===== src/design/tlvp_pkg.sv =====
// Package for the TLV message parser: event and status codes, field widths
// and the result item type shared by the parser core, output buffer and top level.
// No dependencies.
package tlvp_pkg;

  localparam logic [15:0] START_WORD_RESET = 16'h4040;
  localparam int unsigned HDR_BYTES  = 6;
  localparam int unsigned PHDR_BYTES = 4;

  localparam logic [2:0] EV_NONE    = 3'd0;
  localparam logic [2:0] EV_HEADER  = 3'd1;
  localparam logic [2:0] EV_PHDR    = 3'd2;
  localparam logic [2:0] EV_DATA    = 3'd3;
  localparam logic [2:0] EV_IGNORED = 3'd4;

  localparam logic [2:0] ST_OPEN     = 3'd0;
  localparam logic [2:0] ST_OK       = 3'd1;
  localparam logic [2:0] ST_SHORT    = 3'd2;
  localparam logic [2:0] ST_BADSTART = 3'd3;
  localparam logic [2:0] ST_BADTOTAL = 3'd4;
  localparam logic [2:0] ST_BADPARAM = 3'd5;

  typedef struct packed {
    logic [2:0]  event_res;
    logic [15:0] msg_id;
    logic [15:0] param_id;
    logic [15:0] param_length;
    logic [7:0]  data_byte;
    logic [15:0] data_index;
    logic [2:0]  final_status;
    logic        done_res;
  } result_t;

endpackage


===== src/design/tlvp_core.sv =====
// Parser core of the TLV message parser: start word register, parse state and
// the single-pass next-state and result logic for one byte.
// Depends on tlvp_pkg.
module tlvp_core import tlvp_pkg::*; (
  input  logic        clk,
  input  logic        rst,
  input  logic        cfg_we,
  input  logic [15:0] cfg_data,
  input  logic        step,
  input  logic [7:0]  in_byte,
  input  logic        in_last,
  output result_t     res
);

  localparam logic [1:0] PH_HEADER = 2'd0;
  localparam logic [1:0] PH_PHDR   = 2'd1;
  localparam logic [1:0] PH_PDATA  = 2'd2;
  localparam logic [1:0] PH_IGNORE = 2'd3;

  logic [15:0] start_word;
  logic [1:0]  phase, phase_next;
  logic [15:0] message_offset, message_offset_next;
  logic [15:0] header_word, header_word_next;
  logic        start_mismatch, start_mismatch_next;
  logic [15:0] total_length, total_length_next;
  logic [15:0] current_msg_id, current_msg_id_next;
  logic [15:0] current_param_length, current_param_length_next;
  logic [15:0] current_param_id, current_param_id_next;
  logic [15:0] param_byte_count, param_byte_count_next;
  logic [2:0]  error_code, error_code_next;

  logic [15:0] pos;
  logic [15:0] hw_shift;
  logic [16:0] pos_plus1;
  logic [15:0] pstart;
  logic [15:0] rem;
  logic [15:0] pcount_inc;

  // Another parameter header follows only if at least four bytes of the
  // total length remain after next_pos.
  function automatic logic [1:0] walk_phase(input logic [15:0] total,
                                            input logic [16:0] next_pos);
    logic [17:0] need;
    need = {1'b0, next_pos} + 18'(PHDR_BYTES);
    return ({2'b00, total} >= need) ? PH_PHDR : PH_IGNORE;
  endfunction

  always_comb begin
    pos        = message_offset;
    hw_shift   = {header_word[7:0], in_byte};
    pos_plus1  = {1'b0, pos} + 17'd1;
    pstart     = pos - 16'd3;
    rem        = (total_length > pstart) ? (total_length - pstart) : 16'd0;
    pcount_inc = param_byte_count + 16'd1;

    phase_next                = phase;
    message_offset_next       = (message_offset != 16'hFFFF) ? pos_plus1[15:0]
                                                             : message_offset;
    header_word_next          = header_word;
    start_mismatch_next       = start_mismatch;
    total_length_next         = total_length;
    current_msg_id_next       = current_msg_id;
    current_param_length_next = current_param_length;
    current_param_id_next     = current_param_id;
    param_byte_count_next     = param_byte_count;
    error_code_next           = error_code;

    res = '0;
    res.event_res = EV_IGNORED;

    unique case (phase)
      PH_HEADER: begin
        header_word_next = hw_shift;
        res.event_res    = EV_NONE;
        if (pos == 16'd1) begin
          start_mismatch_next = (hw_shift != start_word);
        end else if (pos == 16'd3) begin
          total_length_next = hw_shift;
        end else if (pos >= 16'd5) begin
          current_msg_id_next = hw_shift;
          if (start_mismatch) begin
            error_code_next = ST_BADSTART;
            phase_next      = PH_IGNORE;
          end else if (total_length < 16'(HDR_BYTES)) begin
            error_code_next = ST_BADTOTAL;
            phase_next      = PH_IGNORE;
          end else begin
            res.event_res         = EV_HEADER;
            param_byte_count_next = '0;
            phase_next            = walk_phase(total_length, 17'(HDR_BYTES));
          end
        end
      end
      PH_PHDR: begin
        header_word_next      = hw_shift;
        param_byte_count_next = pcount_inc;
        res.event_res         = EV_NONE;
        if (pcount_inc == 16'd2) begin
          current_param_length_next = hw_shift;
        end else if (pcount_inc >= 16'(PHDR_BYTES)) begin
          current_param_id_next = hw_shift;
          if (current_param_length < 16'(PHDR_BYTES) || current_param_length > rem) begin
            error_code_next = ST_BADPARAM;
            phase_next      = PH_IGNORE;
          end else begin
            res.event_res = EV_PHDR;
            if (current_param_length == 16'(PHDR_BYTES)) begin
              param_byte_count_next = '0;
              phase_next            = walk_phase(total_length, pos_plus1);
            end else begin
              phase_next = PH_PDATA;
            end
          end
        end
      end
      PH_PDATA: begin
        res.event_res         = EV_DATA;
        res.data_byte         = in_byte;
        res.data_index        = param_byte_count - 16'(PHDR_BYTES);
        param_byte_count_next = pcount_inc;
        if (pcount_inc >= current_param_length) begin
          param_byte_count_next = '0;
          phase_next            = walk_phase(total_length, pos_plus1);
        end
      end
      PH_IGNORE: begin
        res.event_res = EV_IGNORED;
      end
      default: begin
        res.event_res = EV_IGNORED;
      end
    endcase

    res.msg_id       = current_msg_id_next;
    res.param_id     = current_param_id_next;
    res.param_length = current_param_length_next;
    res.done_res     = in_last;
    res.final_status = ST_OPEN;

    if (in_last) begin
      if (message_offset_next < 16'(HDR_BYTES)) begin
        res.final_status = ST_SHORT;
      end else if (error_code_next == ST_BADSTART || error_code_next == ST_BADTOTAL) begin
        res.final_status = error_code_next;
      end else if (total_length_next > message_offset_next) begin
        res.final_status = ST_BADTOTAL;
      end else if (error_code_next == ST_BADPARAM) begin
        res.final_status = ST_BADPARAM;
      end else begin
        res.final_status = ST_OK;
      end
      // The buffer is finished: the next byte opens a new message.
      phase_next                = PH_HEADER;
      message_offset_next       = '0;
      header_word_next          = '0;
      start_mismatch_next       = 1'b0;
      total_length_next         = '0;
      current_msg_id_next       = '0;
      current_param_length_next = '0;
      current_param_id_next     = '0;
      param_byte_count_next     = '0;
      error_code_next           = ST_OPEN;
    end
  end

  always_ff @(posedge clk) begin
    if (rst) begin
      start_word           <= START_WORD_RESET;
      phase                <= PH_HEADER;
      message_offset       <= '0;
      header_word          <= '0;
      start_mismatch       <= 1'b0;
      total_length         <= '0;
      current_msg_id       <= '0;
      current_param_length <= '0;
      current_param_id     <= '0;
      param_byte_count     <= '0;
      error_code           <= ST_OPEN;
    end else begin
      if (cfg_we) begin
        start_word <= cfg_data;
      end
      if (step) begin
        phase                <= phase_next;
        message_offset       <= message_offset_next;
        header_word          <= header_word_next;
        start_mismatch       <= start_mismatch_next;
        total_length         <= total_length_next;
        current_msg_id       <= current_msg_id_next;
        current_param_length <= current_param_length_next;
        current_param_id     <= current_param_id_next;
        param_byte_count     <= param_byte_count_next;
        error_code           <= error_code_next;
      end
    end
  end

endmodule


===== src/design/tlvp_out_buf.sv =====
// Output stage of the TLV message parser: a result register with a skid
// entry, so that the core can pass on one more result while one waits to be taken.
// Depends on tlvp_pkg.
module tlvp_out_buf import tlvp_pkg::*; (
  input  logic    clk,
  input  logic    rst,
  input  logic    push,
  input  result_t push_data,
  output logic    room,
  output logic    out_valid,
  input  logic    out_ready,
  output result_t out_data
);

  logic    skid_valid;
  result_t skid_data;
  logic    pop;

  assign pop  = out_valid && out_ready;
  // Room is taken from a register only, so the input side sees no path from out_ready.
  assign room = !skid_valid;

  always_ff @(posedge clk) begin
    if (rst) begin
      out_valid  <= 1'b0;
      skid_valid <= 1'b0;
    end else if (skid_valid) begin
      if (pop) begin
        skid_valid <= 1'b0;
      end
    end else if (push) begin
      if (out_valid && !pop) begin
        skid_valid <= 1'b1;
      end else begin
        out_valid <= 1'b1;
      end
    end else if (pop) begin
      out_valid <= 1'b0;
    end
  end

  always_ff @(posedge clk) begin
    if (skid_valid) begin
      if (pop) begin
        out_data <= skid_data;
      end
    end else if (push) begin
      if (out_valid && !pop) begin
        skid_data <= push_data;
      end else begin
        out_data <= push_data;
      end
    end
  end

endmodule


===== src/design/tlv_message_parser_top.sv =====
// TLV message parser top level: input register, parser core and output buffer.
// An accepted item is registered at the input and again in the output buffer.
// Throughput: one byte per cycle while the output buffer has room; the core
// updates its parse state in one pass. Reset (rst, synchronous, active high)
// clears the parse state and the stages and sets start_word to 0x4040.
// Depends on tlvp_pkg, tlvp_core and tlvp_out_buf.
module tlv_message_parser_top import tlvp_pkg::*; (
  input  logic        clk,
  input  logic        rst,
  input  logic        cfg_valid,
  output logic        cfg_ready,
  input  logic [15:0] cfg_data,    // start_word [15:0]
  input  logic        s_tvalid,
  output logic        s_tready,
  input  logic [7:0]  s_tdata,     // in_byte [7:0]
  input  logic        s_tlast,     // buffer_end
  output logic        m_tvalid,
  input  logic        m_tready,
  // msg_id [15:0], param_id [31:16], param_length [47:32], data_byte [55:48],
  // data_index [71:56], final_status [74:72], zero [79:75]
  output logic [79:0] m_tdata,
  output logic [2:0]  m_tuser,     // event_res [2:0]
  output logic        m_tlast      // done_res
);

  logic       in_valid;
  logic [7:0] in_byte;
  logic       in_last;
  logic       room;
  logic       adv;
  result_t    core_res;
  result_t    out_res;

  assign cfg_ready = 1'b1;
  assign adv       = in_valid && room;
  assign s_tready  = !in_valid || room;

  always_ff @(posedge clk) begin
    if (rst) begin
      in_valid <= 1'b0;
    end else if (s_tvalid && s_tready) begin
      in_valid <= 1'b1;
    end else if (adv) begin
      in_valid <= 1'b0;
    end
  end

  always_ff @(posedge clk) begin
    if (s_tvalid && s_tready) begin
      in_byte <= s_tdata;
      in_last <= s_tlast;
    end
  end

  tlvp_core u_core (
    .clk      (clk),
    .rst      (rst),
    .cfg_we   (cfg_valid),
    .cfg_data (cfg_data),
    .step     (adv),
    .in_byte  (in_byte),
    .in_last  (in_last),
    .res      (core_res)
  );

  tlvp_out_buf u_out_buf (
    .clk       (clk),
    .rst       (rst),
    .push      (adv),
    .push_data (core_res),
    .room      (room),
    .out_valid (m_tvalid),
    .out_ready (m_tready),
    .out_data  (out_res)
  );

  assign m_tdata = {5'b00000, out_res.final_status, out_res.data_index, out_res.data_byte,
                    out_res.param_length, out_res.param_id, out_res.msg_id};
  assign m_tuser = out_res.event_res;
  assign m_tlast = out_res.done_res;

endmodule


===== config.mk =====
export PLATFORM = sky130hd
export DESIGN_NAME = tlv_message_parser_top
export DESIGN_NICKNAME = d
export VERILOG_FILES = /design/src/design/tlvp_pkg.sv /design/src/design/tlvp_core.sv /design/src/design/tlvp_out_buf.sv /design/src/design/tlv_message_parser_top.sv
export SDC_FILE = /design/constraint.sdc
export NUM_CORES = 1
export LEC_CHECK = 0
export BUFFER_PORTS_ARGS = -buffer_cell sky130_fd_sc_hd__buf_2
export CAP_MARGIN = 40
export CORE_MARGIN = 5
export CORE_UTILIZATION = 45
export CTS_BUF_LIST = sky130_fd_sc_hd__clkbuf_4 sky130_fd_sc_hd__clkbuf_8
export CTS_CLUSTER_DIAMETER = 150
export DETAILED_ROUTE_END_ITERATION = 12
export PLACE_DENSITY_LB_ADDON = 0.05
export SETUP_SLACK_MARGIN = 0.5
export SLEW_MARGIN = 30
export SYNTH_ARGS = -nofsm -noshare
export SYNTH_HDL_FRONTEND = slang
export SYNTH_SLANG_ARGS = --single-unit

===== constraint.sdc =====
create_clock -name clk -period 14.44 [get_ports clk]
set_input_delay 2.166 -clock clk [delete_from_list [all_inputs] [get_ports clk]]
set_output_delay 2.166 -clock clk [all_outputs]
set_load 0.01 [all_outputs]

# Word level (Yosys, flattened, before mapping)
# Index checks and enable logic that the tools add are counted.
[classes] add_sub_neg=6 multipliers=0 div_mod_pow=0 n_lt_le_gt_ge=11 n_eq_ne=23 n_shift=0 n_mux=88 n_bitwise=1 reduce_logical=26
[ops] op="16-bit 2-to-1 mux" n=30
[ops] op="79-bit 2-to-1 mux" n=4
[ops] op="3-bit 2-to-1 mux" n=20
[ops] op="16-bit greater-than comparator" n=3
[ops] op="16-bit by 3-bit less-than comparator with 1-bit output (second input constant)" n=3
[ops] op="16-bit one-hot mux with 3 select lines" n=1
[ops] op="16-bit by 2-bit == test with 1-bit output (second input constant)" n=2
[ops] op="16-bit by 3-bit greater-or-equal comparator with 1-bit output (second input constant)" n=2
[ops] op="2-bit 2-to-1 mux" n=14
[ops] op="24-bit 2-to-1 mux" n=1
[ops] op="17-bit by 3-bit adder with 18-bit output (second input constant)" n=1
[ops] op="16-bit by 18-bit greater-or-equal comparator with 1-bit output" n=1
[ops] op="16-bit by 1-bit adder with 17-bit output (second input constant)" n=1
[ops] op="16-bit by 1-bit adder with 16-bit output (second input constant)" n=1
[ops] op="16-bit by 1-bit == test with 1-bit output (second input constant)" n=1
[ops] op="16-bit by 3-bit == test with 1-bit output (second input constant)" n=1
[ops] op="16-bit greater-or-equal comparator" n=1
[ops] op="16-bit by 4-bit greater-or-equal comparator with 1-bit output (second input constant)" n=1
[ops] op="8-bit 2-to-1 mux" n=2
[ops] op="16-bit != test" n=1
[ops] op="16-bit != test (second input constant)" n=1
[ops] op="16-bit subtractor" n=1
[ops] op="16-bit by 2-bit subtractor with 16-bit output (second input constant)" n=1
[ops] op="16-bit by 3-bit subtractor with 16-bit output (second input constant)" n=1
[ops] op="other kinds (24)" n=60
[word_totals] ff_bits=296 latchBits=0 mem_bits_rw=0 romBits=0 inputBits=30 out_inout_bits=87 wordCells=187 memories=0

# Depth between registers and ports, before layout
[logic_depth] word_depth=18 mapped_depth=26 depth_no_buf=24

# By module
# From an unflattened synthesis, not the netlist that was laid out.
[hier_totals] cells_unflattened=1568 hier_area_um2=16607.2
[by_module_without_submodules] module="tlvp_core" instances=1 cells_per_inst=1286 area_each_um2=10393.7 seq_area_each_um2=2522.4
[by_module_without_submodules] module="tlvp_out_buf" instances=1 cells_per_inst=259 area_each_um2=5828.1 seq_area_each_um2=4784.6
[by_module_without_submodules] module="tlv_message_parser_top" instances=1 cells_per_inst=23 area_each_um2=385.4 seq_area_each_um2=290.3

# Least setup slack after synthesis
# Ideal clock, no wire load.
[synth_timing] kind="input to register" from="input port m_tready" to="register u_out_buf.out_data[0] (netlist name) (enable)" setup_time_ns=0.543 arrival_ns=6.059 required_ns=13.897 slack_ns=7.838 stages=2 path_buffers=0 path_cell_list="inv_1 > a21oi_1"
[synth_between] elab_chain_len=5 word_cells_on_any_way=6 classes_between="eq/ne: 2; reduce/logical: 4"
[synth_rtl] element="start, declared" line_no="tlv_message_parser_top.sv:18" text="input logic m_tready,"
[synth_rtl] element="1-bit logical AND *" line_no="tlvp_out_buf.sv:19" text="assign pop = out_valid && out_ready;"
[synth_rtl] element="1-bit zero test" line_no="tlvp_out_buf.sv:48" text="if (out_valid && !pop) begin"
[synth_rtl] element="1-bit logical AND" line_no="tlvp_out_buf.sv:48"
[synth_rtl] element="2-bit by 1-bit != test with 1-bit output (no line)"
[synth_rtl] element="3-bit AND reduction (no line) *"
[synth_rtl] element="end signal, assigned" line_no="tlvp_out_buf.sv:45" text="out_data <= skid_data;"
[synth_rtl] element="end signal, assigned" line_no="tlvp_out_buf.sv:51" text="out_data <= push_data;"
[synth_rtl] element="end, declared" line_no="tlvp_out_buf.sv:12" text="output result_t out_data"
# Every way passes the cells marked *; elsewhere a longest branch is shown, timed or not.
# A chain may end at the register's enable or synchronous reset.

# Final worst setup path
[layout_timing] from="register u_core.message_offset[0]" to="register u_core.param_byte_count[8]"
[layout_between] elab_chain_len=10 word_cells_on_any_way=18 classes_between="add/sub: 2; order compare: 3; eq/ne: 5; mux: 6; reduce/logical: 2"
[layout_rtl] element="start, declared" line_no="tlvp_core.sv:22" text="logic [15:0] message_offset, message_offset_next;"
[layout_rtl] element="start signal, assigned" line_no="tlvp_core.sv:185" text="message_offset <= message_offset_next;"
[layout_rtl] element="16-bit by 2-bit subtractor with 16-bit output" line_no="tlvp_core.sv:52" text="pstart = pos - 16'd3;"
[layout_rtl] element="16-bit subtractor or 16-bit greater-than comparator (tied branches)" line_no="tlvp_core.sv:53" text="rem = (total_length > pstart) ? (total_length - pstart) : 16'd0;"
[layout_rtl] element="16-bit 2-to-1 mux" line_no="tlvp_core.sv:53"
[layout_rtl] element="16-bit greater-than comparator" line_no="tlvp_core.sv:102" text="if (current_param_length < 16'(PHDR_BYTES) || current_param_length > rem) begin"
[layout_rtl] element="1-bit logical OR" line_no="tlvp_core.sv:102"
[layout_rtl] element="16-bit 2-to-1 mux" line_no="tlvp_core.sv:102"
[layout_rtl] element="16-bit 2-to-1 mux" line_no="tlvp_core.sv:100" text="end else if (pcount_inc >= 16'(PHDR_BYTES)) begin"
[layout_rtl] element="16-bit 2-to-1 mux" line_no="tlvp_core.sv:98" text="if (pcount_inc == 16'd2) begin"
[layout_rtl] element="16-bit one-hot mux with 3 select lines" line_no="tlvp_core.sv:71" text="unique case (phase)"
[layout_rtl] element="16-bit 2-to-1 mux" line_no="tlvp_core.sv:140" text="if (in_last) begin"
[layout_rtl] element="end signal, assigned" line_no="tlvp_core.sv:192" text="param_byte_count <= param_byte_count_next;"
[layout_rtl] element="end, declared" line_no="tlvp_core.sv:29" text="logic [15:0] param_byte_count, param_byte_count_next;"
# Parallel ways exist; a longest one is shown, timed or not.

==> flow_metrics.env <==
export IMPL_synth_edf_count=167
export IMPL_final_nets=1788
export IMPL_cts_max_level=2
export IMPL_post_route_cells_drive_above_1_share=0.223
export IMPL_clock_skew_ns=0.0277
export IMPL_clk_pin_slew_ns=0.06
export IMPL_cpPeakStageDelay_ns=0.62
export IMPL_ys_seq_elements=296
export IMPL_ioPinCount=117
export IMPL_clkSinkCount=296
export IMPL_critPathKind="reg2reg"
export IMPL_worst_setup_path_start_kind="flop"
export IMPL_setup_viol_count_final=0
export IMPL_p_leak_nw=7.55
export IMPL_synth_cell_types=87
export IMPL_diodes=0
export IMPL_totalWireLength_um=44200
export IMPL_multi_input_area_um2=8070
export IMPL_yosysSeqAreaShare=0.465
export IMPL_register_area_um2=7600
export IMPL_drtIter0Drc=777
export IMPL_synth_area_per_cell_um2=10.3
export IMPL_synth_fa_ha_area_frac=0.0716
export IMPL_critPathMostFrequentCell="o21ai_0"
export IMPL_synth_async_sr_flop_share=0
export IMPL_cts_tree="built"
export IMPL_yosys_area_top_type="edfxtp_1"
export IMPL_utilization=0.514
export IMPL_synth_simple_area_share=0.152
export IMPL_die_area_um2=40200
export IMPL_min_path_cells=2
export IMPL_instances_no_fill=2171
export IMPL_drc=0
export IMPL_antenna_found_initial=0
export IMPL_dp_hpwl_um=30400
export IMPL_relSlewSlack=0.475
export IMPL_period_share=0.441
export IMPL_synth_top_area_share=0.307
export IMPL_grt_overflow=0
export IMPL_vias=12100
export IMPL_pre_cts_ws_ns=8.23
export IMPL_placed_cells=2069
export IMPL_synthMuxAreaShare=0.0807
export IMPL_ir_worst_vdd_mv=0.0532
export IMPL_worst_slew_pin_slew_ns=0.788
export IMPL_grt_pass1_wl_um=69400
export IMPL_cp_end_kind="flop"
export IMPL_synthFlopType="edfxtp_1"
export IMPL_port_buffer_count=110
export IMPL_period_needed_ns=6.37
export IMPL_slowest_stage="a21oi_2"
export IMPL_yosys_warnings=0
export IMPL_cts_hold_buf=0
export IMPL_initial_utilization=0.457
export IMPL_critPathRequiredTime_ns=14.98
export IMPL_crit_path_cell_trace="ha_1 > xor2_1 > ha_1 > nor2b_1 > o21ai_0 > a21oi_1 > o211ai_1 > a21boi_0 > o221ai_1 > o21ai_0 > a31o_2 > nand3_1 > ha_1 > o21ai_0 > a2111o_1 > a311o_1 > o211ai_1 > nand2b_1 > o21ai_0 > a21oi_2 > o21ai_0 > a21oi_1"
export IMPL_setup_ws_ns=8.07
export IMPL_grt_total_usage=0.214
export IMPL_wl_per_cell_um=20.4
export IMPL_synth_xor_area_frac=0.0519
export IMPL_total_power_mw=1.83
export IMPL_max_freq_ghz=0.157
export IMPL_hp_class="reg2reg"
export IMPL_finalHoldViolations=0
export IMPL_die_h_um=201
export IMPL_maxCapViolations=0
export IMPL_synth_area_um2=16300
export IMPL_clock_latency_ns=0.63
export IMPL_path_max_fanout=16
export IMPL_synthCells=1582
export IMPL_rsz0062_at_grt="false"
export IMPL_synth_top_cells_by_area="edfxtp_1 31%, dfxtp_1 16%, ha_1 7.0%, mux2_2 5.0%, nor2_1 4.0%"
export IMPL_fp_coreArea_um2=35700
export IMPL_grt_pass1_vias=11800
export IMPL_crit_arrival_ns=6.91
export IMPL_synth_top_family_by_area="simple AND/OR/NAND/NOR gates"
export IMPL_cts_root_buf="clkbuf_8"
export IMPL_die_x_um=201
export IMPL_cts_setup_buffers=0
export IMPL_run_status="finished clean"
export IMPL_dr_pass1_iters=5
export IMPL_viasPerCell=5.60
export IMPL_n_fill_cell=3362
export IMPL_r2r_cells=22
export IMPL_clk_path_buf_depth=3
export IMPL_ant_nets=0
export IMPL_place_congestion=0.927
export IMPL_cts_made_buffers=52
export IMPL_grt_start_max_net_pins=63
export IMPL_fp_row_count=69
export IMPL_power_density_nw_per_um2=99.4
export IMPL_synth_compound_area_frac=0.135
export IMPL_totalNegativeSetupSlack_ns=0
export IMPL_cts_resized=0
export IMPL_finalMaxSlewViolations=0
export IMPL_syn_to_final_growth_pct=12.4
[metrics by stage]
stage | cell area, um2 | hold slack, ns
after floorplan | 16400 | 0.421
after global placement | 17100 | 0.446
after detailed placement | 17200 | 0.452
after CTS | 18300 | 0.461
after global routing | 18400 | 0.502
final | 18400 | 0.455
[report_power, final]
part	switching [mW]	internal [mW]
registers	0.0106	0.907
logic	0.0663	0.0334
clock network	0.352	0.456
total	0.429	1.40
[layer usage]
layer | vias up | share of wire | track usage
met1 | 5949 | 0.47 | 0.295
met2 | 243 | 0.47 | 0.353
met5 | - | 0 | 0
li1 | 5900 | - | -
met3 | 57 | 0.039 | 0.0320
met4 | 0 | 0.022 | 0.0607
[placed cells by master (no fill, tap or decap), types with 20 or more instances in the layout]
cell	Yosys	routed
mux2_2	73	73
inv_1	45	44
nand2_1	141	140
edfxtp_1	167	167
nor2_1	175	174
a21oi_1	51	50
xor2_1	51	51
dfxtp_1	129	129
nor3_1	24	24
clkbuf_8	0	59
a22oi_1	77	77
nand3_1	45	45
buf_4	12	21
ha_1	91	91
o21ai_0	42	42
xnor2_1	44	44
mux2i_1	20	20
buf_2	10	109
clkbuf_4	0	24
[cell families after synthesis]
| family | count (synthesis) |
|---|---|
| and+or+nand+nor | 517 |
| AOI/OAI and AO/OA | 308 |
| DFF | 296 |
| buffers and inverters | 157 |
| muxes | 113 |
| xor gates and xnor gates | 96 |
| adders and majority gates | 93 |
| other | 2 |
[Yosys cell counts, drive strengths merged (15+ instances only)]
cell type / n
a21o: 16
a21oi: 52
a22oi: 87
and2: 18
buf: 33
clkbuf: 78
dfxtp: 129
edfxtp: 167
ha: 91
inv: 46
mux2: 93
mux2i: 20
nand2: 142
nand3: 47
nand4: 20
nor2: 176
nor2b: 15
nor3: 25
nor4: 21
o21ai: 61
o31ai: 17
xnor2: 45
xor2: 51
[worst max-delay path, delay by kind of cell, from the launching register on]
family | cells | cell delay [ns]
AOI/OAI and AO/OA | 15 | 3.84
and+or+nand+nor | 3 | 0.49
adders and majority gates | 3 | 1.08
xor gates and xnor gates | 1 | 0.38
DFF | 1 | 0.48
[worst paths after layout]
path / end / slack, ns / start
worst max-delay path: u_core.param_byte_count[8] / 8.07 / u_core.message_offset[0]
worst min-delay path: u_core.error_code[0] / 0.46 / u_core.error_code[0]
worst max register to register: u_core.param_byte_count[8] / 8.07 / u_core.message_offset[0]
worst min register to register: u_core.error_code[0] / 0.46 / u_core.error_code[0]
[state kept, by name (all words and copies together) (netlist names), 8 cells and up]
name / count
u_out_buf.skid_data: 79
u_core.total_length: 16
in_byte: 8
u_core.header_word: 8
u_core.param_byte_count: 16
u_core.start_word: 16
u_core.current_param_length: 16
u_core.current_msg_id: 16
u_core.message_offset: 16
u_out_buf.out_data: 79
u_core.current_param_id: 16
[layout make-up]
type / instances / area share
multi-input cells: 1133 / 0.440
flip-flops and latches: 296 / 0.414
clock buffers: 83 / 0.0540
repair buffers: 137 / 0.0457
well taps: 461 / 0.0314
inverters: 46 / 0.00940
clock inverters: 15 / 0.00607
Power figures use the tool's default switching activity.
